## src/hw/rtl/desb_pkg.sv

```systemverilog
package desb_pkg;

  typedef enum logic [2:0] {
    MODE_PUSH_BACK  = 3'd0,
    MODE_PUSH_FRONT = 3'd1,
    MODE_POP_BACK   = 3'd2,
    MODE_POP_FRONT  = 3'd3,
    MODE_GET        = 3'd4,
    MODE_SET        = 3'd5
  } mode_t;

  typedef enum logic [1:0] {
    STATUS_OK    = 2'd0,
    STATUS_EMPTY = 2'd1,
    STATUS_FULL  = 2'd2,
    STATUS_RANGE = 2'd3
  } status_t;

  typedef enum logic [1:0] {
    ST_IDLE,
    ST_READ,
    ST_RDONE,
    ST_HOLD
  } state_t;

  // broadcast to every cell of the chain
  typedef struct packed {
    logic shift_up;
    logic shift_down;
    logic write;
    logic rd_shift;
  } cell_cmd_t;

endpackage

```

## src/hw/rtl/desb_cell.sv

```systemverilog
module desb_cell import desb_pkg::*; #(
  parameter int DATA_WIDTH = 32,
  parameter int IW         = 8,
  parameter int POS        = 0
) (
  input  logic                  clk,
  input  cell_cmd_t             cmd,
  input  logic [IW-1:0]         wr_slot,
  input  logic [IW-1:0]         rd_slot,
  input  logic [DATA_WIDTH-1:0] wr_data,
  input  logic [DATA_WIDTH-1:0] below,
  input  logic [DATA_WIDTH-1:0] above,
  input  logic [DATA_WIDTH-1:0] rd_in,
  output logic [DATA_WIDTH-1:0] data,
  output logic [DATA_WIDTH-1:0] rd_out
);

  always_ff @(posedge clk) begin
    if (cmd.shift_up) begin
      data <= below;
    end else if (cmd.shift_down) begin
      data <= above;
    end else if (cmd.write && (wr_slot == IW'(POS))) begin
      data <= wr_data;
    end
  end

  // read chain: the selected cell injects its word, the others pass it toward cell 0
  always_ff @(posedge clk) begin
    if (cmd.rd_shift) begin
      rd_out <= (rd_slot == IW'(POS)) ? data : rd_in;
    end
  end

endmodule

```

## config.mk

```make
export PLATFORM = sky130hd
export DESIGN_NAME = desb_cell
export DESIGN_NICKNAME = d
export VERILOG_FILES = /design/src/hw/rtl/desb_pkg.sv /design/src/hw/rtl/desb_cell.sv
export SDC_FILE = /design/constraint.sdc
export NUM_CORES = 1
export LEC_CHECK = 0
export ABC_AREA = 1
export CAP_MARGIN = 0
export CORE_ASPECT_RATIO = 1.75
export CORE_MARGIN = 4
export CORE_UTILIZATION = 40
export DETAILED_ROUTE_END_ITERATION = 10
export DONT_BUFFER_PORTS = 1
export PLACE_DENSITY_LB_ADDON = 0.1
export SLEW_MARGIN = 10
export SYNTH_ARGS = -nofsm -noshare
export SYNTH_HDL_FRONTEND = slang
export SYNTH_SLANG_ARGS = --single-unit
```

## constraint.sdc

```tcl
create_clock -name clk -period 4.57 [get_ports clk]
set_input_delay 0.457 -clock clk [delete_from_list [all_inputs] [get_ports clk]]
set_output_delay 0.457 -clock clk [all_outputs]
set_load 0.01 [all_outputs]
```

### After elaboration in Yosys (flattened, before gate mapping)

Cells that the tools add are included.

* register bits: 64
* word-level logic and storage cells: 10

* mux-type cells: 4
* reductions and logical operators: 4

Operators by type and width (count)
* $mux 32: 4
* $logic_not 8->1: 2
* $reduce_bool 3->1: 1
* $logic_and 1x1->1: 1

### Longest topological paths before layout

Gate-level depths: netlist (run 1).

* word-level depth: 5
* gate-level depth with buffers: 6

### Worst setup path before layout (run 1)

OpenSTA, ideal clock, no wires.

* kind: input to register
* from: input port wr_slot[3]
* to: register data[0] (enable)
* setup time: 0.466 ns
* arrival time: 2.905 ns
* data required time: 4.104 ns
* slack: 1.199 ns
* stages: 3
* cell sequence: nor2_1 -> nand3_1 -> o21ai_0

* longest elaborated chain between the ends: 3

RTL lines
* start, declared: line desb_cell.sv:8 `input logic [IW-1:0] wr_slot,`
* $logic_not 8->1: line desb_cell.sv:23 `end else if (cmd.write && (wr_slot == IW'(POS))) begin`
* $logic_and 1x1->1: line desb_cell.sv:23
* $reduce_bool 3->1 (no source line)
* end signal, assigned: line desb_cell.sv:20 `data <= below;`
* end signal, assigned: line desb_cell.sv:22 `data <= above;`
* end signal, assigned: line desb_cell.sv:24 `data <= wr_data;`
* end, declared: line desb_cell.sv:14 `output logic [DATA_WIDTH-1:0] data,`

No other way between the ends.
A chain may end at the register's enable or synchronous reset.

### Worst setup path in the final report (run 1)

* from: input port rd_slot[1]
* to: register rd_out[18] (data pin)

* longest elaborated chain between the ends: 2

RTL lines
* start, declared: line desb_cell.sv:9 `input logic [IW-1:0] rd_slot,`
* $logic_not 8->1: line desb_cell.sv:31 `rd_out <= (rd_slot == IW'(POS)) ? data : rd_in;`
* $mux 32: line desb_cell.sv:31
* end signal, assigned: line desb_cell.sv:31
* end, declared: line desb_cell.sv:15 `output logic [DATA_WIDTH-1:0] rd_out`

No other way between the ends.

==> flow_summary.yaml, run 1 <==
run_status:
  status: "completed"
yosys:
  synth_edf_count: 64
  syn_area_um2: 3140
  syn_inst: 328
  synth.most_common_cell: "nand2_1"
  synthTopCellsByCount: "nand2_1 (87), a21oi_1 (64), edfxtp_1 (64)"
  synthTopCellsByArea: "edfxtp_1 (61%), nand2_1 (10%), a21oi_1 (10%)"
  synth_nets: 477
  synth_top_area_cell: "edfxtp_1"
  async_flop_share_pct: 0
  synth_top_area_share_pct: 61.2
  synthDistinctLibCells: 14
  ys.flop_type: "edfxtp_1"
  ys_warn_count: 0
  synth-seq-cells: 64
  syn-mean-instance-area_um2: 9.57
  ys_seq_area_share_pct: 61.2
routing:
  ant_nets: 0
  drcViolationCount: 0
  wl_per_cell_um: 21.5
  routed_wl_mm: 8.77
  dr.pass1.iters: 4
  initialDrtViolationCount: 53
  vias: 2341
  viasPerCell: 5.75
floorplan:
  die_w_um: 75.0
  coreArea_um2: 7620
  die_h_um: 125
  initial_core_util_pct: 41.2
  die_area_um2: 9380
  boundaryPins: 213
  rows: 42
global_routing:
  antenna_found_initial: 0
  grt_pass1_vias: 2377
  gr-total-overflow: 0
  grt_pass1_wl_mm: 12.9
  grt_max_degree: 35
  grt.total_usage_pct: 19.3
setup_path:
  end_kind: "register"
  cpLargestDelayFamily: "simple AND/OR/NAND/NOR gates"
  worst_ep_arrival_time_ns: 1.84
  slowest_stage: "nor2_8"
  cp_max_fo: 33
  r2r_cells: 2
  max_stage_delay_ns: 0.60
  worst-path-stages: 5
  crit_buf_inv: 0
  cp_data_required_time_ns: 4.76
  criticalPathCategory: "input pin to register"
  startpoint_type: "input pin"
  r2r_end: "rd_out[31]$_DFFE_PP_"
  reg2reg_from: "data[31]$_DFFE_PP_"
  cp_common_cell: "nand2_1"
  cp_cell_sequence: "nor2_1 > nand2_2 > nor2_8 > nand2_1 > nand2_1"
  ff2ff_setup_slack_ns: 3.66
power_and_ir_drop:
  power.total_mw: 1.42
  clock_power_share_pct: 40.1
  pwr-share-seq_pct: 54.6
  irDropWorstVdd_uv: 175
  power_density_nw_per_um2: 421
  intPower_mw: 1.09
  power.net_switching_uw: 324
  p_leak_nw: 1.21
  power_frac_comb_pct: 5.3
  p_sw_share_pct: 22.8
finish:
  nets: 465
  syn2layout_area_growth_pct: 7.26
  drive_above_1_share_pct: 8.46
  num_antenna_cells: 0
  final-instance-count-excl-fill: 407
  fin_util_pct: 44.2
cts:
  cts_buffers: 9
  clk-insertion-delay-late_ns: 0.32
  cts_tree: "built"
  cts_hold_buf: 0
  cts_root_buf: "clkbuf_16"
  postCtsSetupBuffers: 0
  clockBufferDepth: 2
  clock-sinks: 64
  cts_max_level: 3
  clkTransAtPathRegs_ns: 0.05
  cts_resized: 0
placement:
  dp_slack_ns: 2.58
  portBuffers: 0
  dp_cells: 393
  place.gp.congestion: 0.764
flow_run:
  maxCapViolCount: 0
sta:
  setup_viol: 0
  slew_viol_final: 0
  final_hold_viol_count: 0
  min_period_ns: 1.64
  finalWorstSetupSlack_ns: 2.93
  finClkSkew_ns: 0.00373
  tightest_slew_ns: 1.01
  setup_tns_ns: 0
  max_freq_ghz: 0.608
  relSlewSlack_pct: 32.5
  fin_crit_sh_pct: 36.0
  rsz0062_at_grt: "false"
min_path:
  min-delay-start: "cmd[0]"
  whs_endpoint: "rd_out[1]$_DFFE_PP_"
  hold_depth: 0
  min_path_type: "input pin to register"
layout make-up:
class | count | area [um2]
fillers | 749 | 4250
flip-flops and latches | 64 | 1920
multi-input cells | 239 | 1080
clock buffers | 11 | 233
well taps | 88 | 110
clock inverters | 3 | 11.3
inverters | 2 | 7.51
registers in the layout, summed over array words and instances (netlist names):
register / flops
data: 32
rd_out: 32
placed cells by master, fill, tap and decap left out:
master	instances
edfxtp_1	64
nor2_1	39
clkinv_1	3
a21oi_1	64
nor2_8	1
o21ai_1	32
nand3_1	1
inv_2	2
clkbuf_1	2
o21ai_4	1
nor2_2	2
clkbuf_16	9
nand2_2	12
nand2_1	87
metal layers:
layer	track usage [%]	part of all wire, %
met4	13.6	4.2
met3	5.22	9.7
met2	32.6	53
met5	0	0
met1	19.4	33
power groups by stage:
stage | clock, mW | sequential [mW] | combinational (mW)
2_1_floorplan | 0 | 0.769 | 0.0712
3_3_place_gp | 0 | 0.788 | 0.0742
3_5_place_dp | 0 | 0.788 | 0.0773
4_1_cts | 0.587 | 0.777 | 0.0776
5_1_grt | 0.605 | 0.780 | 0.0906
6_report | 0.568 | 0.774 | 0.0754
per-stage QoR:
step	area, um2	hold slack [ns]
after floorplan	3140	0.569
after global placement	3120	0.573
after detailed placement	3120	0.572
after CTS	3370	0.230
after global routing	3370	0.233
final	3370	0.249
kinds of logic (layout without fill, tap and decap cells):
| group | count (synthesis) | after routing | share of synthesized area (%) |
|---|---|---|---|
| flip-flops | 64 | 64 | 61.2 |
| AO/OA/AOI/OAI | 97 | 97 | 15.5 |
| AND/OR/NAND/NOR | 142 | 142 | 18.7 |
| buffers and inverters | 25 | 16 | 4.63 |
worst max-delay path by stage:
stage | from | to
after floorplan | wr_slot[3] | data[0]$_DFFE_PP_
after global placement | rd_slot[1] | rd_out[0]$_DFFE_PP_
after detailed placement | rd_slot[1] | rd_out[18]$_DFFE_PP_
after CTS | rd_slot[1] | rd_out[18]$_DFFE_PP_
after global routing | rd_slot[1] | rd_out[25]$_DFFE_PP_
final | rd_slot[1] | rd_out[18]$_DFFE_PP_
No activity file was read; power rests on OpenSTA's default activity.
==> run 2: changes to the inputs <==
- ABC_AREA: 1 -> 0
- clock period: 4.57 -> 1.6 ns (I/O delays scaled with it)
==> run 2 against run 1 <==
Compared with the run above: highest routed layer unchanged; worst hold slack lost 0.22 ns; setup slack worse by 2.5 ns; combinational power grew to 3.0 times the previous value; synthesized cell count is 35% lower; largest cell class unchanged; critical path type unchanged.
==> flow_summary.yaml, run 2 <==
global_routing:
  gr-total-overflow: 0
  grt_max_degree: 66
  grt.total_usage_pct: 15.6
  grt_pass1_vias: 1984
  antenna_found_initial: 0
  grt_pass1_wl_mm: 10.6
setup_path:
  criticalPathCategory: "input pin to register"
  cp_data_required_time_ns: 1.67
  worst_ep_arrival_time_ns: 1.22
  r2r_cells: 1
  cp_max_fo: 17
  ff2ff_setup_slack_ns: 0.60
  reg2reg_from: "data[7]$_DFFE_PP_"
  slowest_stage: "nor4_1"
  worst-path-stages: 4
  max_stage_delay_ns: 0.38
  crit_path_end: "rd_out[9]$_DFFE_PP_"
  cp_cell_sequence: "nor4_1 > nand2_2 > buf_12 > mux2_4"
  crit_buf_inv: 1
  end_kind: "register"
  r2r_end: "rd_out[7]$_DFFE_PP_"
  cpLargestDelayFamily: "simple AND/OR/NAND/NOR gates"
  startpoint_type: "input pin"
  startpoint: "rd_slot[5]"
cts:
  cts_tree: "built"
  cts_buffers: 9
  postCtsSetupBuffers: 0
  cts_resized: 0
  cts_hold_buf: 1
  clkTransAtPathRegs_ns: 0.05
  cts_max_level: 3
  cts_root_buf: "clkbuf_16"
  clk-insertion-delay-late_ns: 0.32
  clock-sinks: 64
  clockBufferDepth: 2
finish:
  drive_above_1_share_pct: 22.8
  mostFrequentLayoutCells: "edfxtp_1 (64), mux2i_1 (32), nand2_1 (32), o21ai_0 (32), mux2_4 (30)"
  final-instance-count-excl-fill: 307
  largestRegisters: "data (32), rd_out (32)"
  fillers: 690
  regArea_um2: 1920
  nets: 363
  fin_util_pct: 47.2
  multi_input_area_um2: 1150
  num_antenna_cells: 0
  final_common_cell: "edfxtp_1"
  syn2layout_area_growth_pct: 14.4
placement:
  dp_slack_ns: 0.121
  dp_cells: 290
  portBuffers: 0
  place.gp.congestion: 0.841
  hpwl_mm: 5.58
yosys:
  syn_area_um2: 3120
  synth-seq-cells: 64
  synth_nets: 362
  synthTopCellsByCount: "edfxtp_1 (64), nand2_1 (33), mux2i_1 (32), o21ai_0 (32), mux2_4 (30)"
  ys.flop_type: "edfxtp_1"
  synthDistinctLibCells: 13
  synth_top_area_share_pct: 61.6
  synth.most_common_cell: "edfxtp_1"
  ys_warn_count: 0
  synthTopCellsByArea: "edfxtp_1 (62%), mux2_4 (14%), mux2i_1 (10%)"
  syn_inst: 213
  synth_top_area_cell: "edfxtp_1"
  async_flop_share_pct: 0
  syn-mean-instance-area_um2: 14.6
  ys_seq_area_share_pct: 61.6
  synth_edf_count: 64
floorplan:
  die_area_um2: 9330
  die_h_um: 125
  initial_core_util_pct: 41.2
  coreArea_um2: 7570
  die_w_um: 74.7
  boundaryPins: 213
  rows: 42
power_and_ir_drop:
  p_sw_share_pct: 20.4
  power_frac_comb_pct: 5.0
  intPower_mw: 3.53
  power.total_mw: 4.44
  power_density_nw_per_um2: 1240
  power.net_switching_uw: 905
  clock_power_share_pct: 44.7
  pwr-share-seq_pct: 50.3
  p_leak_nw: 1.44
  irDropWorstVdd_uv: 809
sta:
  rsz0062_at_grt: "false"
  fin_crit_sh_pct: 72.1
  max_freq_ghz: 0.867
  setup_viol: 0
  finalWorstSetupSlack_ns: 0.447
  relSlewSlack_pct: 74.3
  slew_viol_final: 0
  finClkSkew_ns: 0.00243
  final_hold_viol_count: 0
  hold_ws_ns: 0.0335
  min_period_ns: 1.15
  tightest_slew_ns: 0.382
routing:
  initialDrtViolationCount: 126
  drcViolationCount: 0
  wl_per_cell_um: 23.5
  routed_wl_mm: 7.23
  vias: 1803
  viasPerCell: 5.87
  ant_nets: 0
  dr.pass1.iters: 5
min_path:
  min_path_type: "input pin to register"
flow_run:
  maxCapViolCount: 0
run_status:
  status: "completed"
==> run 2: changes by cell type in the layout (fill, tap and decap cells not counted), sizes merged, moves of 3 or more <==
cell,before,now
nor2,42,1
buf,0,4
nand2,99,33
a21oi,64,0
mux2,0,32
nor4,0,3
mux2i,0,32
==> run 2: per-stage QoR <==
stage	area, um2	setup TNS, ns
floorplan	3150	-15.69
global placement	3240	0
detailed placement	3240	0
CTS	3570	0
global route	3570	0
finish	3570	0
==> run 2: worst min-delay path by stage <==
stage / startpoint / to / slack [ns] / cells past startpoint
final: cmd[3] / data[29]$_DFFE_PP_ / 0.03 / 2
after global routing: rd_in[18] / rd_out[18]$_DFFE_PP_ / 0.04 / 1
after CTS: below[29] / data[29]$_DFFE_PP_ / 0.02 / 2
after detailed placement: cmd[0] / rd_out[5]$_DFFE_PP_ / 0.28 / 0
after global placement: cmd[0] / rd_out[8]$_DFFE_PP_ / 0.28 / 0
after floorplan: cmd[0] / rd_out[0]$_DFFE_PP_ / 0.27 / 0
==> run 2: power by group through the flow <==
stage          Clock [mW]  Sequential [mW]  Combinational (mW)
2_1_floorplan           0             2.23               0.205
3_3_place_gp            0             2.27               0.197
3_5_place_dp            0             2.27               0.207
4_1_cts              2.03             2.24               0.228
5_1_grt              2.09             2.25               0.251
6_report             1.98             2.23               0.223
==> run 2: area by class of cell <==
class                   instances  area share [%]
clock buffers                  11            6.52
well taps                      88            3.09
flip-flops and latches         64            53.9
multi-input cells             135            32.3
repair buffers                  4            2.24
clock inverters                 5            2.00
==> run 2: per-layer routing <==
metal | part of all wire (%) | track usage, % | up-vias | routed length (um)
met2 | 54 | 26.4 | 136 | 3920
met1 | 30 | 15.2 | 843 | 2190
met5 | 0 | 0 | - | 0
li1 | - | - | 806 | -
met4 | 3.5 | 9.75 | 0 | 252
met3 | 12 | 5.98 | 18 | 865
==> run 2: logic make-up (layout without fill, tap and decap cells) <==
| family | count (synthesis) | after routing | share of synthesized area, % |
|---|---|---|---|
| AOI/OAI and AO/OA | 33 | 33 | 5.42 |
| DFF | 64 | 64 | 61.6 |
| muxes | 64 | 64 | 25.4 |
| buffers and inverters | 14 | 20 | 2.57 |
| and+or+nand+nor | 38 | 38 | 4.94 |
==> run 3: changes to the inputs <==
- ABC_AREA: 0 -> 1
- clock period: 1.6 -> 1.2 ns (I/O delays scaled with it)
==> run 3 against run 2 <==
Compared with the run above: sequential power up 32%; critical path depth down 4; setup slack worse by 0.17 ns; count of clock-buffer cells in the layout down 1; utilization up 3.5 points; the flow now finishes with violations (hold timing); critical endpoint is now data[31]; register-to-register slack worse by 0.30 ns; sequential share of layout area down 4.0 points; sequential cell count unchanged; first-iteration DRC count down 9.5%; worst hold slack worse by 0.12 ns; global-route usage up 3.4 points; clock skew up 0.0018 ns; largest power group unchanged.
==> flow_summary.yaml, run 3 (synthesis gave the netlist of run 1 again) <==
routing:
  wl_per_cell_um: 19.8
  drcViolationCount: 0
  ant_nets: 0
  dr.pass1.iters: 4
  viasPerCell: 5.44
  vias: 2438
  initialDrtViolationCount: 114
  routed_wl_mm: 8.88
placement:
  place.gp.congestion: 0.800
  hpwl_mm: 6.41
  dp_cells: 403
  dpl-instance-area_um2: 3290
  dp_slack_ns: 0.140
  portBuffers: 0
floorplan:
  die_area_um2: 9380
  die_w_um: 75.0
  initial_core_util_pct: 41.2
  boundaryPins: 213
  coreArea_um2: 7620
  rows: 42
  die_h_um: 125
setup_path:
  criticalPathCategory: "register to output port"
  startpoint_type: "register"
  r2r_cells: 2
  ff2ff_setup_slack_ns: 0.30
  worst_ep_arrival_time_ns: 0.81
  end_kind: "output port"
  cp_max_fo: 2
  cp_data_required_time_ns: 1.08
  worst-path-stages: 0
finish:
  syn2layout_area_growth_pct: 22.9
  nets: 507
  largestRegisters: "data (32), rd_out (32)"
  drive_above_1_share_pct: 11.7
  final_common_cell: "nand2_1"
  mostFrequentLayoutCells: "nand2_1 (87), a21oi_1 (64), edfxtp_1 (64), nor2_1 (36)"
  final-instance-count-excl-fill: 448
  num_antenna_cells: 0
  fillers: 703
  finish.instance_area_um2: 3860
sta:
  slew_viol_final: 0
  tightest_slew_ns: 0.229
  rsz0062_at_grt: "false"
  final_hold_viol_count: 32
  setup_viol: 0
  hold_ws_ns: -0.0876
  max_freq_ghz: 1.08
  finalWorstSetupSlack_ns: 0.272
  fin_crit_sh_pct: 77.3
  min_period_ns: 0.928
  finClkSkew_ns: 0.00422
  relSlewSlack_pct: 84.7
cts:
  cts_root_buf: "clkbuf_16"
  cts_hold_buf: 32
  cts_tree: "built"
  postCtsSetupBuffers: 0
  clk-insertion-delay-late_ns: 0.32
  clkTransAtPathRegs_ns: 0.05
  cts_buffers: 9
  clock-sinks: 64
  clockBufferDepth: 2
  cts_max_level: 3
  cts_resized: 0
power_and_ir_drop:
  power.total_mw: 5.53
  irDropWorstVdd_uv: 679
  p_leak_nw: 1.43
  power_density_nw_per_um2: 1430
run_status:
  status: "complete, but fails checks"
  violations: "hold timing"
min_path:
  hold_depth: 0
  min_path_type: "input pin to register"
global_routing:
  grt_pass1_wl_mm: 13.3
  gr-total-overflow: 0
  grt.total_usage_pct: 19.1
  antenna_found_initial: 0
  grt_max_degree: 35
  grt_pass1_vias: 2499
flow_run:
  maxCapViolCount: 0
run 3: changes by cell type in the layout (fill, tap and decap cells not counted), moves of 4 or more:
cell,before,now
buf_4,0,4
o21ai_1,0,32
nand2_1,32,87
mux2i_1,32,0
a21oi_1,0,64
mux2_4,30,0
nand2_2,1,12
o21ai_0,32,0
dlygate4sd3_1,0,32
nor2_1,1,36
run 3: area by class of cell:
cell class | instances | area (um2) | share of cell area (%)
clock inverters | 3 | 12.5 | 0.324
inverters | 2 | 7.51 | 0.195
multi-input cells | 239 | 1100 | 28.7
well taps | 88 | 110 | 2.86
repair buffers | 42 | 470 | 12.2
clock buffers | 10 | 229 | 5.94
flip-flops and latches | 64 | 1920 | 49.8
run 3: final timing paths:
kind / from / to
min reg2reg: data[11]$_DFFE_PP_ / rd_out[11]$_DFFE_PP_
max reg2reg: data[31]$_DFFE_PP_ / rd_out[31]$_DFFE_PP_
min: cmd[0] / rd_out[5]$_DFFE_PP_
max: data[31]$_DFFE_PP_ / data[31]
run 3: report_power, final:
part	switching [mW]	internal (mW)	total, mW
registers	0.233	2.71	2.94
clock network	0.826	1.34	2.17
logic	0.211	0.209	0.420
total	1.27	4.26	5.53
run 3: layer usage:
layer	track usage (%)	wire, um	vias to the layer above
li1	-	-	1188
met1	21.4	3150	1102
met2	32.7	4730	139
met3	4.66	865	9
met4	8.81	132	0
met5	0	0	-
run 3: through the flow:
stage	utilization [%]	TNS, ns
floorplan	-	-2.95
global placement	43.2	0
detailed placement	43.2	0
CTS	50.6	0
global route	50.6	0
finish	50.6	0
