File: config.mk
export PLATFORM = sky130hd
export DESIGN_NAME = desb_ctrl
export DESIGN_NICKNAME = d
export VERILOG_FILES = /design/src/hw/rtl/desb_pkg.sv /design/src/hw/rtl/desb_ctrl.sv
export SDC_FILE = /design/constraint.sdc
export NUM_CORES = 1
export LEC_CHECK = 0
export ABC_CLOCK_PERIOD_IN_PS = 8230
export BUFFER_PORTS_ARGS = -buffer_cell sky130_fd_sc_hd__buf_4
export CORE_MARGIN = 4
export CORE_UTILIZATION = 52
export DETAILED_ROUTE_END_ITERATION = 10
export GPL_TIMING_DRIVEN = 1
export PLACE_DENSITY = 0.87
export SYNTH_ARGS = -nofsm -noshare
export SYNTH_HDL_FRONTEND = slang
export SYNTH_SLANG_ARGS = --single-unit
File: constraint.sdc
create_clock -name clk -period 8.23 [get_ports clk]
set_clock_uncertainty 0.2 [all_clocks]
set_input_delay 0.823 -clock clk [delete_from_list [all_inputs] [get_ports clk]]
set_output_delay 0.823 -clock clk [all_outputs]
set_load 0.03 [all_outputs]
File: src/hw/rtl/desb_pkg.sv
package desb_pkg;

  typedef enum logic [2:0] {
    MODE_PUSH_BACK  = 3'd0,
    MODE_PUSH_FRONT = 3'd1,
    MODE_POP_BACK   = 3'd2,
    MODE_POP_FRONT  = 3'd3,
    MODE_GET        = 3'd4,
    MODE_SET        = 3'd5
  } mode_t;

  typedef enum logic [1:0] {
    STATUS_OK    = 2'd0,
    STATUS_EMPTY = 2'd1,
    STATUS_FULL  = 2'd2,
    STATUS_RANGE = 2'd3
  } status_t;

  typedef enum logic [1:0] {
    ST_IDLE,
    ST_READ,
    ST_RDONE,
    ST_HOLD
  } state_t;

  // broadcast to every cell of the chain
  typedef struct packed {
    logic shift_up;
    logic shift_down;
    logic write;
    logic rd_shift;
  } cell_cmd_t;

endpackage

File: src/hw/rtl/desb_ctrl.sv
module desb_ctrl import desb_pkg::*; #(
  parameter int DEPTH      = 256,
  parameter int DATA_WIDTH = 32,
  parameter int IW         = $clog2(DEPTH)
) (
  input  logic                  clk,
  input  logic                  rst,
  input  logic                  req_valid,
  output logic                  req_ready,
  input  logic [2:0]            mode,
  input  logic [7:0]            index,
  input  logic signed [31:0]    value,
  output logic                  rsp_valid,
  input  logic                  rsp_ready,
  output logic signed [31:0]    read_value,
  output logic [1:0]            status,
  output logic [8:0]            fill_count,
  output cell_cmd_t             cmd,
  output logic [IW-1:0]         wr_slot,
  output logic [IW-1:0]         rd_slot,
  output logic [DATA_WIDTH-1:0] wr_data,
  input  logic [DATA_WIDTH-1:0] rd_data
);

  localparam int CW = $clog2(DEPTH + 1);
  localparam int XW = (CW > 8) ? CW : 8;

  state_t                 state, state_next;
  logic [CW-1:0]          count, count_next;
  logic [IW-1:0]          wait_cnt, wait_cnt_next;
  logic [IW-1:0]          rd_slot_next;
  status_t                pend, pend_next;
  status_t                res;
  status_t                out_status_next;
  logic signed [31:0]     out_value_next;
  logic                   out_load;
  logic                   acc;
  logic                   out_free;
  logic                   is_full;
  logic                   is_empty;
  logic                   set_ok;
  logic                   get_ok;
  logic [XW-1:0]          idx_x;
  logic signed [DATA_WIDTH-1:0] rd_s;
  logic signed [31:0]     rd_ext;

  assign idx_x    = XW'(index);
  assign set_ok   = idx_x < XW'(DEPTH);
  assign get_ok   = idx_x < XW'(count);
  assign is_full  = (count == CW'(DEPTH));
  assign is_empty = (count == '0);
  assign acc      = req_valid && req_ready;
  assign out_free = !rsp_valid || rsp_ready;
  assign wr_data  = DATA_WIDTH'(value);
  assign rd_s     = rd_data;
  assign rd_ext   = 32'(rd_s);
  assign req_ready = (state == ST_IDLE);

  always_comb begin
    state_next      = state;
    count_next      = count;
    wait_cnt_next   = wait_cnt;
    rd_slot_next    = rd_slot;
    pend_next       = pend;
    cmd             = '0;
    wr_slot         = count[IW-1:0];
    res             = STATUS_OK;
    out_load        = 1'b0;
    out_value_next  = '0;
    out_status_next = STATUS_OK;
    case (state)
      ST_IDLE: begin
        if (acc) begin
          case (mode_t'(mode))
            MODE_PUSH_BACK: begin
              if (is_full) begin
                res = STATUS_FULL;
              end else begin
                cmd.write  = 1'b1;
                count_next = count + CW'(1);
              end
            end
            MODE_PUSH_FRONT: begin
              if (is_full) begin
                res = STATUS_FULL;
              end else begin
                cmd.shift_up = 1'b1;
                count_next   = count + CW'(1);
              end
            end
            MODE_POP_BACK: begin
              if (is_empty) begin
                res = STATUS_EMPTY;
              end else begin
                count_next = count - CW'(1);
              end
            end
            MODE_POP_FRONT: begin
              if (is_empty) begin
                res = STATUS_EMPTY;
              end else begin
                cmd.shift_down = 1'b1;
                count_next     = count - CW'(1);
              end
            end
            MODE_GET: begin
              if (!get_ok) begin
                res = STATUS_RANGE;
              end
            end
            MODE_SET: begin
              if (!set_ok) begin
                res = STATUS_RANGE;
              end else begin
                cmd.write = 1'b1;
                wr_slot   = idx_x[IW-1:0];
              end
            end
            default: ;
          endcase
          if ((mode == MODE_GET) && get_ok) begin
            state_next    = ST_READ;
            wait_cnt_next = idx_x[IW-1:0];
            rd_slot_next  = idx_x[IW-1:0];
          end else if (out_free) begin
            out_load        = 1'b1;
            out_status_next = res;
          end else begin
            pend_next  = res;
            state_next = ST_HOLD;
          end
        end
      end
      ST_READ: begin
        // one hop per cycle from the selected cell down to cell 0
        cmd.rd_shift = 1'b1;
        if (wait_cnt == '0) begin
          state_next = ST_RDONE;
        end else begin
          wait_cnt_next = wait_cnt - IW'(1);
        end
      end
      ST_RDONE: begin
        if (out_free) begin
          out_load       = 1'b1;
          out_value_next = rd_ext;
          state_next     = ST_IDLE;
        end
      end
      ST_HOLD: begin
        if (out_free) begin
          out_load        = 1'b1;
          out_status_next = pend;
          state_next      = ST_IDLE;
        end
      end
      default: state_next = ST_IDLE;
    endcase
  end

  always_ff @(posedge clk) begin
    if (rst) begin
      state     <= ST_IDLE;
      count     <= '0;
      rsp_valid <= 1'b0;
    end else begin
      state <= state_next;
      count <= count_next;
      if (out_load) begin
        rsp_valid <= 1'b1;
      end else if (rsp_ready) begin
        rsp_valid <= 1'b0;
      end
    end
  end

  always_ff @(posedge clk) begin
    wait_cnt <= wait_cnt_next;
    rd_slot  <= rd_slot_next;
    pend     <= pend_next;
    if (out_load) begin
      read_value <= out_value_next;
      status     <= out_status_next;
      fill_count <= 9'(count_next);
    end
  end

  a_count_max: assert property (@(posedge clk) disable iff (rst)
    count <= CW'(DEPTH))
    else $error("element count above capacity");

  a_get_read: assert property (@(posedge clk) disable iff (rst)
    acc && (mode == MODE_GET) && get_ok |=> state == ST_READ)
    else $error("in-range get did not start the read chain");

  a_count_stable: assert property (@(posedge clk) disable iff (rst)
    !acc |=> $stable(count))
    else $error("count moved without a transaction");

  a_push_count: assert property (@(posedge clk) disable iff (rst)
    acc && ((mode == MODE_PUSH_BACK) || (mode == MODE_PUSH_FRONT)) && !is_full
    |=> count == $past(count) + CW'(1))
    else $error("successful push did not grow the count");

endmodule

# ---- After elaboration in Yosys (flattened, before gate mapping)
# Index checks and enable logic that the tools add are counted.
dict set report totals {
  ff_bits 73
  n_memories 0
  latch_bits 0
  rom_bits 0
  in_bits 79
  ramBits 0
}
dict set report classes {
  bitwise 2
  n_shift 0
  n_mux 44
  addsub 3
  order_cmp 2
  div_mod_pow 0
  mul 0
  n_eq_ne 15
  reduce_logical 18
}
# op n
set ops {}
lappend ops {{$mux W8} 7}
lappend ops {{$mux W9} 4}
lappend ops {{$mux W2} 12}
lappend ops {{$pmux W9 S2} 1}
lappend ops {{$pmux W8 S2} 1}
lappend ops {{$mux W1} 12}
lappend ops {{$reduce_and A4 Y1} 3}
lappend ops {{$add A9 B1 Y9 const B} 1}
lappend ops {{$eq A9 B9 Y1 const B} 1}
lappend ops {{$logic_not A9 Y1} 1}
lappend ops {{$lt A8 B9 Y1} 1}
lappend ops {{$lt A8 B9 Y1 const B} 1}
lappend ops {{$sub A9 B1 Y9 const B} 1}
lappend ops {{$logic_not A8 Y1} 1}
lappend ops {{$pmux W2 S4} 1}
lappend ops {{$sub A8 B1 Y8 const B} 1}
lappend ops {{$eq A3 B2 Y1 const B} 2}
lappend ops {{$eq A3 B3 Y1 const B} 2}
lappend ops {{$mux W3} 2}
lappend ops {{$ne A2 B1 Y1 const B} 3}
lappend ops {{$pmux W2 S3} 1}
lappend ops {{$reduce_or A2 Y1} 3}
lappend ops {{$eq A2 B2 Y1 const B} 2}
lappend ops {{$ne A2 B2 Y1 const B} 2}
lappend ops {{other kinds (14)} 18}

# ---- Depth between registers and ports, before layout
# Gate-level depths: netlist of the first run.
dict set report logic_depth {
  ltp_word 7
  mapped_depth 9
  ltp_nobuf 7
}

# ---- Worst setup path before layout of the first run
# Ideal clock, no wire load.
dict set report synth_path {
  path_kind {input-to-reg}
  startpoint {input port index[7]}
  endpoint {register fill_count[0], enable pin}
  path_stages 6
  setup_time_ns 0.509
  t_required_ns 7.521
  n_path_buf 0
  slack_ns 2.526
  arrival_ns 4.995
  cell_sequence {ha_1 and4b_1 o21ai_0 o211ai_1 nand2_1 a211oi_1}
}
dict set report synth_between {
  elab_chain_cells 5
}
# item line_no
set synth_rtl {}
lappend synth_rtl {{start: declaration} desb_ctrl.sv:11} ;# input logic [7:0] index,
lappend synth_rtl {{$lt A8 B9 Y1} desb_ctrl.sv:49} ;# assign get_ok = idx_x < XW'(count);
lappend synth_rtl {{$logic_and A1 B1 Y1} desb_ctrl.sv:121} ;# if ((mode == MODE_GET) && get_ok) begin
lappend synth_rtl {{$mux W1} desb_ctrl.sv:121}
lappend synth_rtl {{$mux W1} desb_ctrl.sv:73} ;# if (acc) begin
lappend synth_rtl {{$pmux W1 S2} desb_ctrl.sv:71} ;# case (state)
lappend synth_rtl {{via out_load} desb_ctrl.sv:36} ;# logic out_load;
lappend synth_rtl {{end signal: assignment} desb_ctrl.sv:184} ;# fill_count <= 9'(count_next);
lappend synth_rtl {{end: declaration} desb_ctrl.sv:17} ;# output logic [8:0] fill_count,
# The timed path passes the listed nets, and every way through them passes these cells.
# A chain may end at the register's enable or synchronous reset.

# ---- Worst setup path after layout of the first run
dict set report layout_path {
  startpoint {register state[0]}
  endpoint {output port wr_slot[5]}
}
dict set report layout_between {
  elab_chain_cells 4
}
# item line_no
set layout_rtl {}
lappend layout_rtl {{start: declaration} desb_ctrl.sv:28} ;# state_t state, state_next;
lappend layout_rtl {{start signal: assignment} desb_ctrl.sv:167} ;# state <= state_next;
lappend layout_rtl {{$logic_not A2 Y1 *} {desb_ctrl.sv:57, desb_ctrl.sv:71}}
lappend layout_rtl {{$logic_and A1 B1 Y1} desb_ctrl.sv:52} ;# assign acc = req_valid && req_ready;
lappend layout_rtl {{$mux W8} desb_ctrl.sv:73}
lappend layout_rtl {{$mux W8 *} desb_ctrl.sv:71}
lappend layout_rtl {{end: declaration} desb_ctrl.sv:19} ;# output logic [IW-1:0] wr_slot,
# Every way passes the cells marked *; elsewhere a longest branch is shown, timed or not.

==> results of run 1 <==
-- flip-flops by register name, summed over array words and instances, names as in the netlist --
register,count
rsp_valid,1
wait_cnt,8
count,9
state,2
fill_count,9
read_value,32
status,2
pend,2
rd_slot,8
-- kinds of logic after synthesis --
logic type / count (synthesis) / synth area share, %
AO/OA/AOI/OAI: 62 / 9.56
XOR/XNOR: 12 / 2.62
flip-flops: 73 / 51.8
multiplexers: 4 / 1.03
AND/OR/NAND/NOR: 145 / 20.3
buffers and inverters: 65 / 9.69
adder cells (fa/ha/maj): 16 / 5.00
-- cell type report --
cell class	count	area [um^2]	area share [%]
multi-input combinational	239	1560	32.1
inverter	15	56.3	1.16
sequential	73	2070	42.7
clock inverter	7	76.3	1.57
timing repair buffer	112	841	17.3
clock buffer	9	124	2.55
tap	99	124	2.55
-- cells in the mapped netlist, types with 8 or more instances --
| master | number | area share (%) |
|---|---|---|
| sky130_fd_sc_hd__a21oi_1 | 20 | 2.5 |
| sky130_fd_sc_hd__and3_1 | 33 | 5.2 |
| sky130_fd_sc_hd__buf_4 | 32 | 6.0 |
| sky130_fd_sc_hd__clkbuf_1 | 14 | 1.3 |
| sky130_fd_sc_hd__dfxtp_1 | 12 | 6.0 |
| sky130_fd_sc_hd__edfxtp_1 | 61 | 46 |
| sky130_fd_sc_hd__ha_1 | 16 | 5.0 |
| sky130_fd_sc_hd__inv_1 | 15 | 1.4 |
| sky130_fd_sc_hd__nand2_1 | 24 | 2.3 |
| sky130_fd_sc_hd__nand3_1 | 9 | 1.1 |
| sky130_fd_sc_hd__nor2_1 | 27 | 2.5 |
| sky130_fd_sc_hd__nor2b_1 | 8 | 1.3 |
| sky130_fd_sc_hd__nor3_1 | 11 | 1.4 |
| sky130_fd_sc_hd__o21ai_0 | 19 | 2.4 |
-- critical path, stage by stage (launching register included) --
cell	delay (ns)
sky130_fd_sc_hd__dfxtp_1	0.36
sky130_fd_sc_hd__inv_1	0.14
sky130_fd_sc_hd__ha_1	0.36
sky130_fd_sc_hd__and2_1	0.25
sky130_fd_sc_hd__nand2_1	0.11
sky130_fd_sc_hd__nor2_1	0.63
sky130_fd_sc_hd__o21ai_0	0.24
sky130_fd_sc_hd__buf_4	0.22
-- power groups by stage --
stage	logic [W]	registers (W)	clock network [W]
2_1_floorplan	0.000202	0.000631	0
3_3_place_gp	0.000428	0.000518	0
3_5_place_dp	0.000436	0.000520	0
4_1_cts	0.000438	0.000513	0.000291
5_1_grt	0.000468	0.000520	0.000306
6_report	0.000437	0.000512	0.000286
-- final timing paths --
kind	end	slack, ns	depth (start not counted)
worst min-delay path	state[1]	0.36	2
worst min register to register	state[1]	0.36	2
worst max-delay path	wr_slot[5]	4.53	7
worst max register to register	read_value[23]	4.75	8
-- per-layer routing --
layer  global-route usage [%]  vias to the layer above
met5                        0                        -
met4                     11.3                        0
met3                     4.22                       41
met2                     36.5                      134
met1                     25.1                     1441
li1                         -                     1477
-- metrics by stage --
stage | std cells | power, W | hold WS (ns)
2_1_floorplan | 377 | 0.000833 | 0.308
3_3_place_gp | 538 | 0.000947 | 0.331
3_5_place_dp | 538 | 0.000956 | 0.339
4_1_cts | 554 | 0.00124 | 0.351
5_1_grt | 554 | 0.00129 | 0.376
6_report | 554 | 0.00123 | 0.356
==> insert_results.sql, run 1 <==
INSERT INTO impl_metrics (metric_group, metric, value, unit) VALUES
('status', 'outcome', 'finished, final reports clean', ''),
('synth', 'part_of_the_yosys_area_used_for_sequential_elements', '51.7', '%'),
('floorplanning', 'dieWidth', '95.7', 'um'),
('timing', 'final_hold_viol_count', '0', ''),
('clock_network', 'clk_pin_slew_worst_setup_hold_paths', '0.09', 'ns'),
('clock_network', 'clockBufferDepth', '2', ''),
('power', 'power.share.switching', '36.4', '%'),
('power', 'p_int', '0.000786', 'W'),
('synth', 'post_synthesis_net_count', '472', ''),
('detailed_routing', 'met3_length', '794', 'um'),
('timing', 'slew_headroom', '31.3', '%'),
('grt', 'first_global_vias', '3001', ''),
('hold_path', 'hold_class', 'reg2reg', ''),
('worst_setup_path', 'crit_path_start', 'state[0]', ''),
('detailed_routing', 'drt_pass1_iterations', '4', ''),
('final_layout', 'layout.cells.most_common_list', '112 x sky130_fd_sc_hd__buf_4, 61 x sky130_fd_sc_hd__edfxtp_1, 33 x sky130_fd_sc_hd__and3_1', ''),
('timing', 'setup_tns', '0', 'ns'),
('floorplanning', 'fp.dieArea', '9170', 'um^2'),
('grt', 'grt_remaining_overflow', '0', ''),
('detailed_routing', 'wire_per_inst', '17.4', 'um'),
('floorplanning', 'io_pins', '176', ''),
('clock_network', 'post-cts-setup-buffer-count', '0', ''),
('detailed_routing', 'routed_via_density', '5.58', ''),
('grt', 'antenna_found_initial', '0', ''),
('synth', 'synth_area', '4000', 'um^2'),
('detailed_routing', 'detail-route-antenna-nets', '0', ''),
('clock_network', 'cts_resized', '0', ''),
('worst_setup_path', 'timing.setup.critical_path_class', 'reg2out', ''),
('floorplanning', 'effective_utilization_at_floorplan', '54.3', '%'),
('worst_setup_path', 'arrival', '2.68', 'ns'),
('synth', 'synthCells', '377', ''),
('run', 'maxCapViolCount', '0', ''),
('power', 'power.switching', '0.000449', 'W'),
('synth', 'postSynthAreaPerCell', '10.6', 'um^2'),
('timing', 'maxSlewViolCount', '0', ''),
('final_layout', 'antennaDiodeCount', '0', ''),
('power', 'comb_power_share', '35.4', '%'),
('power', 'irDropWorstVdd', '140', 'uV'),
('hold_path', 'hold_path.startpoint', 'state[1]', ''),
('placed_design', 'place_ws', '4.47', 'ns'),
('timing', 'maxClockFrequency', '0.270', 'GHz'),
('final_layout', 'num-nets-final', '545', ''),
('synth', 'synthDistinctLibCells', '52', ''),
('placed_design', 'gpl.final_weighted_congestion', '0.928', ''),
('detailed_routing', 'wl_met1', '3.66', 'mm'),
('power', 'p_seq_share', '41.4', '%'),
('floorplanning', 'floorplan.die.height', '95.7', 'um'),
('placed_design', 'io_buffer_count', '111', ''),
('detailed_routing', 'route.vias.total', '3093', ''),
('timing', 'setup-violations-final', '0', ''),
('synth', 'postSynthRegisterBits', '73', ''),
('worst_setup_path', 'timing.critical_path.fanout_max', '16', ''),
('clock_network', 'cts_tree', 'yes', ''),
('synth', 'ys_warn_count', '0', ''),
('grt', 'grt_util_all_layers', '21.3', '%'),
('synth', 'async_flop_share', '0', '%'),
('grt', 'wire_length_of_the_first_global_routing_pass', '14.7', 'mm'),
('final_layout', 'final_core_util', '65.8', '%'),
('grt', 'grt_start_max_net_pins', '39', ''),
('final_layout', 'filler_cell_count', '567', ''),
('floorplanning', 'num_rows', '31', ''),
('clock_network', 'cts-root-buf', 'sky130_fd_sc_hd__clkbuf_8', ''),
('worst_setup_path', 'critPathLaunchType', 'register', ''),
('worst_setup_path', 'cp.required', '7.21', 'ns'),
('synth', 'synth-edff-count', '61', ''),
('detailed_routing', 'drtIter0Drc', '209', ''),
('final_layout', 'design_area_final', '4850', 'um^2'),
('power', 'share_clk_of_total_power', '23.1', '%'),
('synth', 'ys_dominant_reg_cell', 'sky130_fd_sc_hd__edfxtp_1', ''),
('final_layout', 'mostFrequentLayoutCell', 'sky130_fd_sc_hd__buf_4', ''),
('clock_network', 'cts_max_level', '3', '');
No activity file was read; power rests on OpenSTA's default activity.
==> run 2, diff against run 1 <==
--- a/config.mk
+++ b/config.mk
@@ -5,13 +5,13 @@
 export SDC_FILE = /design/constraint.sdc
 export NUM_CORES = 1
 export LEC_CHECK = 0
-export ABC_CLOCK_PERIOD_IN_PS = 8230
+export ABC_CLOCK_PERIOD_IN_PS = 3600
 export BUFFER_PORTS_ARGS = -buffer_cell sky130_fd_sc_hd__buf_4
 export CORE_MARGIN = 4
-export CORE_UTILIZATION = 52
+export CORE_UTILIZATION = 48
 export DETAILED_ROUTE_END_ITERATION = 10
 export GPL_TIMING_DRIVEN = 1
-export PLACE_DENSITY = 0.87
+export PLACE_DENSITY = 0.81
 export SYNTH_ARGS = -nofsm -noshare
 export SYNTH_HDL_FRONTEND = slang
 export SYNTH_SLANG_ARGS = --single-unit
==> constraint.sdc (replaced) <==
create_clock -name clk -period 3.6 [get_ports clk]
set_clock_uncertainty 0.2 [all_clocks]
set_input_delay 0.36 -clock clk [delete_from_list [all_inputs] [get_ports clk]]
set_output_delay 0.36 -clock clk [all_outputs]
set_load 0.03 [all_outputs]
==> run 2 against run 1 <==
Compared with the run above:
- non-clock buffer count up 2
- combinational power up 130%
- sequential share of layout area down 0.72 points
- register-to-register slack worse by 4.3 ns
- worst hold slack worse by 0.32 ns
- global-route usage is 1.9 points lower
- critical path depth is 1 higher
- sequential cell count unchanged
- critical path type is now reg2reg
- largest cell class unchanged
==> insert_results.sql, run 2 (synthesis results as in run 1) <==
INSERT INTO impl_metrics (metric_group, metric, value, unit) VALUES
('floorplanning', 'floorplan.die.height', '99.3', 'um'),
('final_layout', 'areaGrowthSynthToFinish', '23.2', '%'),
('clock_network', 'cts_tree', 'yes', ''),
('run', 'maxCapViolCount', '0', ''),
('grt', 'grt_start_max_net_pins', '42', ''),
('timing', 'grt_setup_unrepaired', 'false', ''),
('timing', 'slew_headroom', '28.8', '%'),
('final_layout', 'layout.cells.most_common_list', '113 x sky130_fd_sc_hd__buf_4, 61 x sky130_fd_sc_hd__edfxtp_1, 33 x sky130_fd_sc_hd__and3_1', ''),
('detailed_routing', 'route.vias.total', '3106', ''),
('worst_setup_path', 'cp.required', '3.43', 'ns'),
('worst_setup_path', 'timing.critical_path.fanout_max', '41', ''),
('worst_setup_path', 'cp-end-kind', 'register', ''),
('timing', 'hold-worst-slack', '0.0324', 'ns'),
('placed_design', 'place_hpwl', '7.39', 'mm'),
('detailed_routing', 'routed_via_density', '5.53', ''),
('worst_setup_path', 'critPathLaunchType', 'register', ''),
('detailed_routing', 'wirelength', '9.73', 'mm'),
('power', 'pwr_density_cell', '606', 'nW/um^2'),
('timing', 'setup-violations-final', '0', ''),
('clock_network', 'clk_latency', '0.34', 'ns'),
('clock_network', 'cts-root-buf', 'sky130_fd_sc_hd__clkbuf_8', ''),
('placed_design', 'io_buffer_count', '111', ''),
('clock_network', 'cts_hold_repair.buffers', '0', ''),
('clock_network', 'cts_resized', '0', ''),
('clock_network', 'clockBufferDepth', '2', ''),
('placed_design', 'gpl.final_weighted_congestion', '0.882', ''),
('floorplanning', 'dieWidth', '99.3', 'um'),
('timing', 'maxSlewViolCount', '0', ''),
('timing', 'maxClockFrequency', '0.317', 'GHz'),
('hold_path', 'hold_class', 'in2reg', ''),
('clock_network', 'clk_pin_slew_worst_setup_hold_paths', '0.08', 'ns'),
('final_layout', 'leading_registers_by_flop_count', 'read_value: 32 flops, count: 9 flops, fill_count: 9 flops', ''),
('detailed_routing', 'detail_route.drc_violations', '0', ''),
('timing', 'timing.final.ws_setup', '0.448', 'ns'),
('grt', 'wire_length_of_the_first_global_routing_pass', '15.2', 'mm'),
('status', 'outcome', 'finished, final reports clean', ''),
('clock_network', 'cts_max_level', '3', ''),
('floorplanning', 'core_area', '8180', 'um^2'),
('worst_setup_path', 'arrival', '2.99', 'ns'),
('final_layout', 'largest_register', 'read_value', ''),
('timing', 'finalCritPeriodShare', '87.5', '%'),
('timing', 'setup_tns', '0', 'ns'),
('final_layout', 'layout-drive-gt1-share', '31.1', '%'),
('floorplanning', 'fp.dieArea', '9870', 'um^2'),
('final_layout', 'largest_register_ff_count', '32', ''),
('grt', 'grt_remaining_overflow', '0', ''),
('grt', 'first_global_vias', '3025', ''),
('clock_network', 'post-cts-setup-buffer-count', '0', ''),
('floorplanning', 'num_rows', '33', ''),
('grt', 'grt_util_all_layers', '19.3', '%'),
('power', 'total_leakage_power', '2.12', 'nW'),
('timing', 'layout_min_cycle_time', '3.15', 'ns'),
('final_layout', 'multi_input_comb_area', '1560', 'um^2'),
('placed_design', 'place_ws', '0.496', 'ns'),
('timing', 'slew_at_the_pin_closest_to_its_max_slew_limit', '1.07', 'ns'),
('floorplanning', 'io_pins', '176', ''),
('power', 'irDropWorstVdd', '258', 'uV'),
('timing', 'final_hold_viol_count', '0', ''),
('final_layout', 'num-nets-final', '547', ''),
('worst_setup_path', 'timing.setup.critical_path_class', 'reg2reg', ''),
('clock_network', 'cts_inserted_buffers', '9', ''),
('detailed_routing', 'drt_pass1_iterations', '5', ''),
('detailed_routing', 'detail-route-antenna-nets', '0', ''),
('detailed_routing', 'drtIter0Drc', '189', ''),
('floorplanning', 'effective_utilization_at_floorplan', '49.0', '%'),
('grt', 'antenna_found_initial', '0', ''),
('clock_network', 'cts.sink_count', '73', ''),
('final_layout', 'antennaDiodeCount', '0', ''),
('final_layout', 'mostFrequentLayoutCell', 'sky130_fd_sc_hd__buf_4', ''),
('final_layout', 'filler_cell_count', '669', ''),
('detailed_routing', 'wire_per_inst', '17.3', 'um'),
('final_layout', 'seq_area', '2070', 'um^2');
## run 2: cell types whose count changed in the layout (fill, tap and decap cells not counted)
| cell | delta |
|---|---|
| sky130_fd_sc_hd__inv_6 | +1 |
| sky130_fd_sc_hd__clkinv_2 | -1 |
| sky130_fd_sc_hd__buf_12 | +1 |
| sky130_fd_sc_hd__clkinv_4 | -1 |
| sky130_fd_sc_hd__clkinvlp_4 | -1 |
| sky130_fd_sc_hd__buf_4 | +1 |
| sky130_fd_sc_hd__bufinv_16 | +2 |
## run 2: where the power goes
part | switching (W) | leakage [nW] | total, W | internal [W]
combinational | 0.000643 | 1.31 | 0.00102 | 0.000377
sequential | 0.0000681 | 0.691 | 0.00117 | 0.00110
clock | 0.000328 | 0.121 | 0.000796 | 0.000468
## run 2: final cells by class
| class | count | share of cell area [%] |
|---|---|---|
| sequential | 73 | 42.0 |
| multi-input combinational | 239 | 31.6 |
| timing repair buffer | 114 | 17.6 |
| tap | 105 | 2.66 |
| clock buffer | 9 | 2.51 |
| clock inverter | 7 | 2.51 |
| inverter | 15 | 1.14 |
## run 2: metal layers
layer  vias to the layer above  routed length [um]  global-route usage, %
met5                         -                   0                      0
met4                         0                 149                   6.09
met3                        22                 898                   5.54
met2                       143                4740                   32.6
met1                      1460                3940                   24.0
li1                       1481                   -                      -
## run 2: worst paths after layout
| check | start | to | slack [ns] | cells past startpoint |
|---|---|---|---|---|
| max reg2reg | count[2] | fill_count[4] | 0.45 | 8 |
| min reg2reg | state[1] | state[1] | 0.36 | 2 |
| min | index[1] | rd_slot[1] | 0.03 | 1 |
| max | count[2] | fill_count[4] | 0.45 | 8 |
## run 2: through the flow
step                util [%]  total power, W  instances  cell area, um^2
floorplan                  -         0.00190        377             4020
global placement        57.3         0.00219        546             4680
detailed placement      57.3         0.00221        546             4680
CTS                     60.3         0.00300        562             4930
global route            60.3         0.00312        562             4930
finish                  60.3         0.00299        562             4930
## run 2: worst max-delay path, stage by stage (launching register included)
cell and delay (ns):
sky130_fd_sc_hd__dfxtp_1 0.54, sky130_fd_sc_hd__inv_1 0.12, sky130_fd_sc_hd__ha_1 0.32, sky130_fd_sc_hd__nand2_1 0.05
sky130_fd_sc_hd__o211a_1 0.23, sky130_fd_sc_hd__o211ai_1 0.47, sky130_fd_sc_hd__nand2_1 0.23, sky130_fd_sc_hd__a211oi_4 0.37
sky130_fd_sc_hd__buf_12 0.29
